<file path="config.mk">
export PLATFORM = sky130hd
export DESIGN_NAME = adc_scan_spi_sequencer
export DESIGN_NICKNAME = d
export VERILOG_FILES = /design/src/sv/adcscan_pkg.sv /design/src/sv/adcscan_cfg.sv /design/src/sv/adc_scan_spi_sequencer.sv
export SDC_FILE = /design/constraint.sdc
export NUM_CORES = 1
export LEC_CHECK = 0
export BUFFER_PORTS_ARGS = -buffer_cell sky130_fd_sc_hd__buf_2
export CORE_ASPECT_RATIO = 0.7
export CORE_MARGIN = 5
export CORE_UTILIZATION = 55
export DETAILED_ROUTE_END_ITERATION = 10
export MAX_ROUTING_LAYER = met4
export PLACE_DENSITY_LB_ADDON = 0.3
export SLEW_MARGIN = 5
export SYNTH_ARGS = -nofsm -noshare
export SYNTH_HDL_FRONTEND = slang
export SYNTH_HIERARCHICAL = 1
export SYNTH_SLANG_ARGS = --single-unit
</file>
<file path="constraint.sdc">
create_clock -name clk -period 4.3 [get_ports clk]
set_input_delay 0.86 -clock clk [delete_from_list [all_inputs] [get_ports clk]]
set_output_delay 0.86 -clock clk [all_outputs]
set_load 0.05 [all_outputs]
</file>
<file path="src/sv/adcscan_pkg.sv">
`timescale 1ns / 1ps

package adcscan_pkg;

    localparam int CFG_INDEX_W = 3;
    localparam int CFG_DATA_W  = 24;

    localparam logic [CFG_INDEX_W-1:0] CFG_SCK_HALF  = 3'd0;
    localparam logic [CFG_INDEX_W-1:0] CFG_PRE_CMD   = 3'd1;
    localparam logic [CFG_INDEX_W-1:0] CFG_CONV      = 3'd2;
    localparam logic [CFG_INDEX_W-1:0] CFG_CHIP_GAP  = 3'd3;
    localparam logic [CFG_INDEX_W-1:0] CFG_CHAN_ORD  = 3'd4;

    localparam logic [7:0]  RST_SCK_HALF = 8'd6;
    localparam logic [7:0]  RST_PRE_CMD  = 8'd10;
    localparam logic [7:0]  RST_CONV     = 8'd60;
    localparam logic [7:0]  RST_CHIP_GAP = 8'd6;
    localparam logic [23:0] RST_CHAN_ORD = 24'd15673952;

    localparam logic [7:0] CMD_BASE = 8'h86;
    localparam logic [4:0] CMD_BITS = 5'd8;

    localparam int SAMPLE_W = 16;

    typedef struct packed {
        logic [7:0]  sck_half_ticks;
        logic [7:0]  pre_command_ticks;
        logic [7:0]  conversion_ticks;
        logic [7:0]  chip_gap_ticks;
        logic [23:0] channel_order;
    } cfg_t;

    typedef struct packed {
        logic                sck;
        logic                mosi;
        logic [2:0]          cs_n;
        logic                sample_valid;
        logic [SAMPLE_W-1:0] sample;
        logic [1:0]          chip_index;
        logic [2:0]          channel_index;
        logic                last;
        logic                busy_res;
    } result_t;

    function automatic logic [2:0] chan_code(input logic [23:0] order, input logic [2:0] pos);
        logic [2:0] code;
        code = 3'd0;
        unique case (pos)
            3'd0: code = order[2:0];
            3'd1: code = order[5:3];
            3'd2: code = order[8:6];
            3'd3: code = order[11:9];
            3'd4: code = order[14:12];
            3'd5: code = order[17:15];
            3'd6: code = order[20:18];
            3'd7: code = order[23:21];
            default: code = 3'd0;
        endcase
        return code;
    endfunction

    function automatic logic [7:0] cmd_byte(input logic [2:0] code);
        return CMD_BASE | {1'b0, code, 4'b0000};
    endfunction

endpackage

</file>
<file path="src/sv/adcscan_cfg.sv">
`timescale 1ns / 1ps

module adcscan_cfg
(
    input  logic                                clk,
    input  logic                                rst_n,
    input  logic                                cfg_write,
    input  logic [adcscan_pkg::CFG_INDEX_W-1:0] cfg_index,
    input  logic [adcscan_pkg::CFG_DATA_W-1:0]  cfg_data,
    output adcscan_pkg::cfg_t                   cfg
);

    adcscan_pkg::cfg_t cfg_reg;
    adcscan_pkg::cfg_t cfg_next;

    always_comb
    begin
        cfg_next = cfg_reg;
        if (cfg_write)
        begin
            unique case (cfg_index)
                adcscan_pkg::CFG_SCK_HALF: cfg_next.sck_half_ticks    = cfg_data[7:0];
                adcscan_pkg::CFG_PRE_CMD:  cfg_next.pre_command_ticks = cfg_data[7:0];
                adcscan_pkg::CFG_CONV:     cfg_next.conversion_ticks  = cfg_data[7:0];
                adcscan_pkg::CFG_CHIP_GAP: cfg_next.chip_gap_ticks    = cfg_data[7:0];
                adcscan_pkg::CFG_CHAN_ORD: cfg_next.channel_order     = cfg_data[23:0];
                default:                   cfg_next = cfg_reg;
            endcase
        end
    end

    always_ff @(posedge clk or negedge rst_n)
    begin
        if (!rst_n)
        begin
            cfg_reg.sck_half_ticks    <= adcscan_pkg::RST_SCK_HALF;
            cfg_reg.pre_command_ticks <= adcscan_pkg::RST_PRE_CMD;
            cfg_reg.conversion_ticks  <= adcscan_pkg::RST_CONV;
            cfg_reg.chip_gap_ticks    <= adcscan_pkg::RST_CHIP_GAP;
            cfg_reg.channel_order     <= adcscan_pkg::RST_CHAN_ORD;
        end
        else
        begin
            cfg_reg <= cfg_next;
        end
    end

    assign cfg = cfg_reg;

endmodule

</file>
<file path="src/sv/adc_scan_spi_sequencer.sv">
`timescale 1ns / 1ps

// Channel   Direction  Handshake                Payload
// in        sink       in_valid / in_ready      start_req, miso (one beat per SPI tick)
// out       source     out_valid / out_ready    sck, mosi, cs_n, sample_valid, sample,
//                                               chip_index, channel_index, last, busy_res
// cfg       sink       cfg_write                cfg_index, cfg_data
//
// One beat in gives one beat out in the next cycle, from a single registered step.
// A new beat is taken every cycle while the output register is empty or being drained.
// in_ready falls only while the output beat is held by out_ready low.
// Reset returns the sequencer to idle and loads register defaults; the result register is not reset.

module adc_scan_spi_sequencer
#(
    parameter int NUM_CHIPS         = 3,
    parameter int CHANNELS_PER_CHIP = 8,
    parameter int SAMPLE_BITS       = 16
)
(
    input  logic                                clk,
    input  logic                                rst_n,
    input  logic                                cfg_write,
    input  logic [adcscan_pkg::CFG_INDEX_W-1:0] cfg_index,
    input  logic [adcscan_pkg::CFG_DATA_W-1:0]  cfg_data,
    input  logic                                in_valid,
    output logic                                in_ready,
    input  logic                                start_req,
    input  logic                                miso,
    output logic                                out_valid,
    input  logic                                out_ready,
    output logic                                sck,
    output logic                                mosi,
    output logic [2:0]                          cs_n,
    output logic                                sample_valid,
    output logic [adcscan_pkg::SAMPLE_W-1:0]    sample,
    output logic [1:0]                          chip_index,
    output logic [2:0]                          channel_index,
    output logic                                last,
    output logic                                busy_res
);

    localparam logic [2:0] PH_IDLE = 3'd0;
    localparam logic [2:0] PH_PRE  = 3'd1;
    localparam logic [2:0] PH_CMD  = 3'd2;
    localparam logic [2:0] PH_CONV = 3'd3;
    localparam logic [2:0] PH_DATA = 3'd4;
    localparam logic [2:0] PH_GAP  = 3'd5;

    localparam logic [2:0] NC_W  = 3'(NUM_CHIPS);
    localparam logic [3:0] CPC_W = 4'(CHANNELS_PER_CHIP);
    localparam logic [4:0] SB_W  = 5'(SAMPLE_BITS);
    localparam int         SW    = adcscan_pkg::SAMPLE_W;

    adcscan_pkg::cfg_t cfg;

    adcscan_cfg u_cfg
    (
        .clk       (clk),
        .rst_n     (rst_n),
        .cfg_write (cfg_write),
        .cfg_index (cfg_index),
        .cfg_data  (cfg_data),
        .cfg       (cfg)
    );

    logic [2:0]    phase_reg,   phase_next;
    logic [7:0]    tick_reg,    tick_next;
    logic [4:0]    bit_reg,     bit_next;
    logic [1:0]    chip_reg,    chip_next;
    logic [2:0]    chan_reg,    chan_next;
    logic [7:0]    cmd_reg,     cmd_next;
    logic [SW-1:0] data_reg,    data_next;
    logic          clock_reg,   clock_next;
    logic          out_valid_reg, out_valid_next;

    adcscan_pkg::result_t res_reg, res_next;

    logic       in_fire;
    logic [7:0] half;
    logic [8:0] tc_inc;
    logic [4:0] bc_inc;
    logic [3:0] ch_inc;
    logic [2:0] chip_inc;
    logic       go_pre, go_cmd, go_conv, go_data, go_gap;

    assign in_ready = !out_valid_reg || out_ready;
    assign in_fire  = in_valid && in_ready;

    assign half     = (cfg.sck_half_ticks == 8'd0) ? 8'd1 : cfg.sck_half_ticks;
    assign tc_inc   = {1'b0, tick_reg} + 9'd1;
    assign bc_inc   = bit_reg + 5'd1;
    assign ch_inc   = {1'b0, chan_reg} + 4'd1;
    assign chip_inc = {1'b0, chip_reg} + 3'd1;

    always_comb
    begin
        phase_next = phase_reg;
        tick_next  = tick_reg;
        bit_next   = bit_reg;
        chip_next  = chip_reg;
        chan_next  = chan_reg;
        cmd_next   = cmd_reg;
        data_next  = data_reg;
        clock_next = clock_reg;
        go_pre     = 1'b0;
        go_cmd     = 1'b0;
        go_conv    = 1'b0;
        go_data    = 1'b0;
        go_gap     = 1'b0;

        // pins reflect the state at the start of the tick
        res_next               = '0;
        res_next.busy_res      = (phase_reg != PH_IDLE);
        res_next.cs_n          = 3'b111;
        if (phase_reg == PH_PRE || phase_reg == PH_CMD || phase_reg == PH_CONV
            || phase_reg == PH_DATA)
        begin
            res_next.cs_n = 3'b111 & ~(3'b001 << chip_reg);
        end
        if (phase_reg == PH_CMD || phase_reg == PH_DATA)
        begin
            res_next.sck = clock_reg;
        end
        if (phase_reg == PH_CMD)
        begin
            res_next.mosi = cmd_reg[7];
        end

        unique case (phase_reg)
            PH_IDLE:
            begin
                if (start_req)
                begin
                    chip_next = 2'd0;
                    chan_next = 3'd0;
                    go_pre    = 1'b1;
                end
            end
            PH_PRE:
            begin
                tick_next = tc_inc[7:0];
                if (tc_inc >= {1'b0, cfg.pre_command_ticks})
                begin
                    go_cmd = 1'b1;
                end
            end
            PH_CMD:
            begin
                tick_next = tc_inc[7:0];
                if (tc_inc >= {1'b0, half})
                begin
                    tick_next = 8'd0;
                    if (clock_reg)
                    begin
                        clock_next = 1'b0;
                    end
                    else
                    begin
                        bit_next = bc_inc;
                        cmd_next = {cmd_reg[6:0], 1'b0};
                        if (bc_inc >= adcscan_pkg::CMD_BITS)
                        begin
                            go_conv = 1'b1;
                        end
                        else
                        begin
                            clock_next = 1'b1;
                        end
                    end
                end
            end
            PH_CONV:
            begin
                tick_next = tc_inc[7:0];
                if (tc_inc >= {1'b0, cfg.conversion_ticks})
                begin
                    go_data = 1'b1;
                end
            end
            PH_DATA:
            begin
                tick_next = tc_inc[7:0];
                if (tc_inc >= {1'b0, half})
                begin
                    tick_next = 8'd0;
                    if (clock_reg)
                    begin
                        clock_next = 1'b0;
                    end
                    else
                    begin
                        // sample after the falling edge
                        data_next = {data_reg[SW-2:0], miso};
                        bit_next  = bc_inc;
                        if (bc_inc >= SB_W)
                        begin
                            res_next.sample_valid  = 1'b1;
                            res_next.sample        = data_next;
                            res_next.chip_index    = chip_reg;
                            res_next.channel_index = chan_reg;
                            res_next.last          = (chip_inc >= NC_W) && (ch_inc >= CPC_W);
                            if (ch_inc < CPC_W)
                            begin
                                chan_next = ch_inc[2:0];
                                go_pre    = 1'b1;
                            end
                            else
                            begin
                                chan_next = 3'd0;
                                if (chip_inc < NC_W)
                                begin
                                    chip_next = chip_inc[1:0];
                                    go_gap    = 1'b1;
                                end
                                else
                                begin
                                    chip_next  = 2'd0;
                                    phase_next = PH_IDLE;
                                    tick_next  = 8'd0;
                                    bit_next   = 5'd0;
                                    clock_next = 1'b0;
                                end
                            end
                        end
                        else
                        begin
                            clock_next = 1'b1;
                        end
                    end
                end
            end
            PH_GAP:
            begin
                tick_next = tc_inc[7:0];
                if (tc_inc >= {1'b0, cfg.chip_gap_ticks})
                begin
                    go_pre = 1'b1;
                end
            end
            default:
            begin
                phase_next = PH_IDLE;
                tick_next  = 8'd0;
                bit_next   = 5'd0;
                clock_next = 1'b0;
            end
        endcase

        // zero-length waits fall straight through to the following phase
        if (go_gap)
        begin
            clock_next = 1'b0;
            tick_next  = 8'd0;
            if (cfg.chip_gap_ticks == 8'd0)
            begin
                go_pre = 1'b1;
            end
            else
            begin
                phase_next = PH_GAP;
            end
        end
        if (go_pre)
        begin
            clock_next = 1'b0;
            tick_next  = 8'd0;
            if (cfg.pre_command_ticks == 8'd0)
            begin
                go_cmd = 1'b1;
            end
            else
            begin
                phase_next = PH_PRE;
            end
        end
        if (go_cmd)
        begin
            cmd_next   = adcscan_pkg::cmd_byte(adcscan_pkg::chan_code(cfg.channel_order,
                                                                      chan_next));
            phase_next = PH_CMD;
            tick_next  = 8'd0;
            bit_next   = 5'd0;
            clock_next = 1'b1;
        end
        if (go_conv)
        begin
            clock_next = 1'b0;
            tick_next  = 8'd0;
            if (cfg.conversion_ticks == 8'd0)
            begin
                go_data = 1'b1;
            end
            else
            begin
                phase_next = PH_CONV;
            end
        end
        if (go_data)
        begin
            phase_next = PH_DATA;
            tick_next  = 8'd0;
            bit_next   = 5'd0;
            data_next  = '0;
            clock_next = 1'b1;
        end
    end

    always_comb
    begin
        out_valid_next = out_valid_reg;
        if (in_fire)
        begin
            out_valid_next = 1'b1;
        end
        else if (out_ready)
        begin
            out_valid_next = 1'b0;
        end
    end

    always_ff @(posedge clk or negedge rst_n)
    begin
        if (!rst_n)
        begin
            phase_reg     <= PH_IDLE;
            tick_reg      <= 8'd0;
            bit_reg       <= 5'd0;
            chip_reg      <= 2'd0;
            chan_reg      <= 3'd0;
            cmd_reg       <= 8'd0;
            data_reg      <= '0;
            clock_reg     <= 1'b0;
            out_valid_reg <= 1'b0;
        end
        else
        begin
            out_valid_reg <= out_valid_next;
            if (in_fire)
            begin
                phase_reg <= phase_next;
                tick_reg  <= tick_next;
                bit_reg   <= bit_next;
                chip_reg  <= chip_next;
                chan_reg  <= chan_next;
                cmd_reg   <= cmd_next;
                data_reg  <= data_next;
                clock_reg <= clock_next;
            end
        end
    end

    always_ff @(posedge clk)
    begin
        if (in_fire)
        begin
            res_reg <= res_next;
        end
    end

    assign out_valid     = out_valid_reg;
    assign sck           = res_reg.sck;
    assign mosi          = res_reg.mosi;
    assign cs_n          = res_reg.cs_n;
    assign sample_valid  = res_reg.sample_valid;
    assign sample        = res_reg.sample;
    assign chip_index    = res_reg.chip_index;
    assign channel_index = res_reg.channel_index;
    assign last          = res_reg.last;
    assign busy_res      = res_reg.busy_res;

endmodule

</file>
==> run summary <==
Final Setup Violations: 0
final hold viol count: 0
switching part of the total: 0.3164
RSZ-0062 raised after global routing: false
Async SR Flop Fraction: 0.7769
YS warnings: 6
chip width: 141.1 um
initial antenna violation count: 0
die area: 14,370 sq um
Post-synth EDFFs: 29
Residual DRC: 0
slowest CP cell: dfrtp_1
area growth from synthesis to layout: 17.07%
IO Port Bufs: 64
Int Pwr: 2860 uW
Clk Latency, worst-skew pair: 0.42 ns
Final Slew Violations: 0
DP Worst Slack: 0.4965 ns
first-pass GRT wire length: 24,610 um
CP Max Fanout: 9
M1 WL: 7093 um
hold_ws: 0.4855 ns
hpwl dp: 10,790 um
synthesized instance count: 571
antenna fix cells: 0
most frequent cells in the layout: dfrtp_1, buf_2, mux2_2
clk root buf: clkbuf_16
Placer Congestion: 0.9384
CP Class: reg2reg
Die H: 101.8 um
vias in the first global route: 4,841
final net count: 718
post-CTS sizing: 0
clock skew: 0.01046 ns
Clock Pin Slew Worst Setup and Hold Paths: 0.06 ns
largest net degree at the start of global routing: 74
Crit path largest cell delay: 0.53 ns
Net Switching: 1324 uW
WL met2: 6740 um
crit-path cells: ha_1 -> nand2_1 -> xor2_1 -> inv_1 -> ha_1 -> a21o_1 -> a211o_1 -> o211ai_4 -> o211ai_1 -> a32oi_1 -> and2_1 -> o2111ai_1 -> o21ai_0
syn_area_per_cell: 11.59 sq um
Layout fillers: 907
core area: 11,730 sq um
Critical Path AT: 4.30 ns
global route total overflow: 0
cts bufs inserted: 17
synthesized flop and latch total: 130
Flop pwr share: 0.414
status: finished clean
Top Metal Used: met4
final wirelength: 15,110 um
# Post-CTS Setup Buffers: 0
commonest non-fill, non-tap cell in the layout: dfrtp_1
VDD IR-drop max: 0.3262 mV
DRT antenna net count: 0
row count: 33
Tmin final: 3.980 ns
DR WL met3: 1000 um
static leakage: 0.003601 uW
Vias/cell: 5.834
Synth Net Count: 640
Clock Power Share: 0.352
fraction of layout instances using a drive strength above 1: 0.2885
CTS H-tree lvls: 4
max-cap viol count: 0
Comb power frac: 0.234
Min-Delay Path Class: reg2reg
WP data required: 4.62 ns
pwr dens: 539.8 nW/um^2
Slew HR: 0.4002
CTS tree: done
# clock sinks: 130
CTS Buffer Depth: 2
io pins: 65
drt first-iter violations: 400
sequential area share after synthesis: 0.5175
mapped cell area: 6620 sq um
Yosys cell types: 62
max reg flops: 56
smallest setup slack after layout: 0.3204 ns
cts hold-fix bufs: 0
fmax: 251.3 MHz
Design Power: 4183 uW
Post-Route Setup TNS: 0 ns
routed vias: 4,778
first-pass detailed-route iteration total: 5
worst slew pin tran: 0.8996 ns
Crit. End Element: flip-flop
fin crit share: 0.9255
GR Util All Layers: 0.2278
most frequent CP cell: ha_1
Primary FF master, synth: dfrtp_1
drt wl/cell: 18.44 um
initial core utilization: 0.5646
Setup crit start kind: flip-flop
## cells in the mapped netlist (3+ instances only)
cell	count	share of area
nor2_1	21	0.012
o22ai_1	5	0.0047
a21o_1	9	0.010
nor4bb_1	3	0.0045
xor2_1	3	0.0040
o211ai_1	3	0.0034
nand2_1	41	0.023
dfstp_2	22	0.087
nor2b_1	5	0.0047
mux2i_1	20	0.030
xnor2_1	7	0.0093
edfxtp_1	29	0.13
a211o_1	3	0.0040
nor4_1	8	0.0076
dfrtp_1	79	0.30
a41oi_1	3	0.0040
and2_1	25	0.024
and3_1	5	0.0047
o21ai_0	28	0.021
a21oi_1	18	0.014
nor3_1	4	0.0030
mux2_2	55	0.094
inv_1	43	0.024
nand3_1	16	0.012
a211oi_1	3	0.0034
buf_2	4	0.0030
nand2b_1	9	0.0085
a31oi_1	4	0.0038
clkbuf_1	8	0.0045
a22o_1	17	0.022
buf_6	3	0.0051
ha_1	35	0.066
## critical path, delay by kind of cell, from the launching register on
kind            cells  cell delay [ns]
fa+ha+maj           2             0.64
flops               1             0.53
compound gates      7             2.02
simple gates        2             0.35
buf+inv             1             0.13
xor+xnor            1             0.21
## cell families after synthesis
group | count (synthesis) | share of synthesized area
XOR/XNOR | 10 | 0.01323
multiplexers | 77 | 0.1289
adder cells (fa/ha/maj) | 36 | 0.06766
AO/OA/AOI/OAI | 110 | 0.1143
flip-flops | 130 | 0.5175
buffers and inverters | 61 | 0.03969
AND/OR/NAND/NOR | 147 | 0.1187
## metal layers
| layer | vias to the layer above | global-route usage |
|---|---|---|
| li1 | 2236 | - |
| met1 | 2344 | 0.2982 |
| met2 | 167 | 0.3476 |
| met3 | 31 | 0.05521 |
| met4 | 0 | 0.08488 |
| met5 | - | - |
## path summary, 6_finish.rpt
check	from	endpoint	slack [ns]	cells after the start
setup reg to reg	tick_reg[0]	tick_reg[4]	0.32	13
hold reg to reg	cmd_reg[1]	cmd_reg[1]	0.49	1
hold / removal	cmd_reg[1]	cmd_reg[1]	0.49	1
setup / recovery	tick_reg[0]	tick_reg[4]	0.32	13
min in group asynchronous	rst_n	u_cfg/cfg[27]	0.56	1
max in group asynchronous	rst_n	u_cfg/cfg[41]	2.73	2
## power by group through the flow
stage	Clock, uW	Combinational [uW]	Sequential, uW
6_report	1470	979	1730
5_1_grt	1550	1080	1760
4_1_cts	1490	973	1720
3_5_place_dp	0	956	1750
3_3_place_gp	0	925	1730
2_1_floorplan	0	671	1710
## layout make-up
class,instances,area (sq um),area share
flip-flops and latches,130,3426,0.4420
multi-input cells,380,2947,0.3802
clock buffers,17,425.4,0.05489
repair buffers,75,405.4,0.05231
well taps,157,196.4,0.02535
clock inverters,15,178.9,0.02309
inverters,45,171.4,0.02212
## through the flow
stage               area (sq um)  cells    util
finish                      7750    819  0.6609
global placement            7146    787  0.6094
CTS                         7750    819  0.6609
detailed placement          7146    787  0.6094
global route                7750    819  0.6609
floorplan                   6620    571       -
Power figures use the tool's default switching activity.
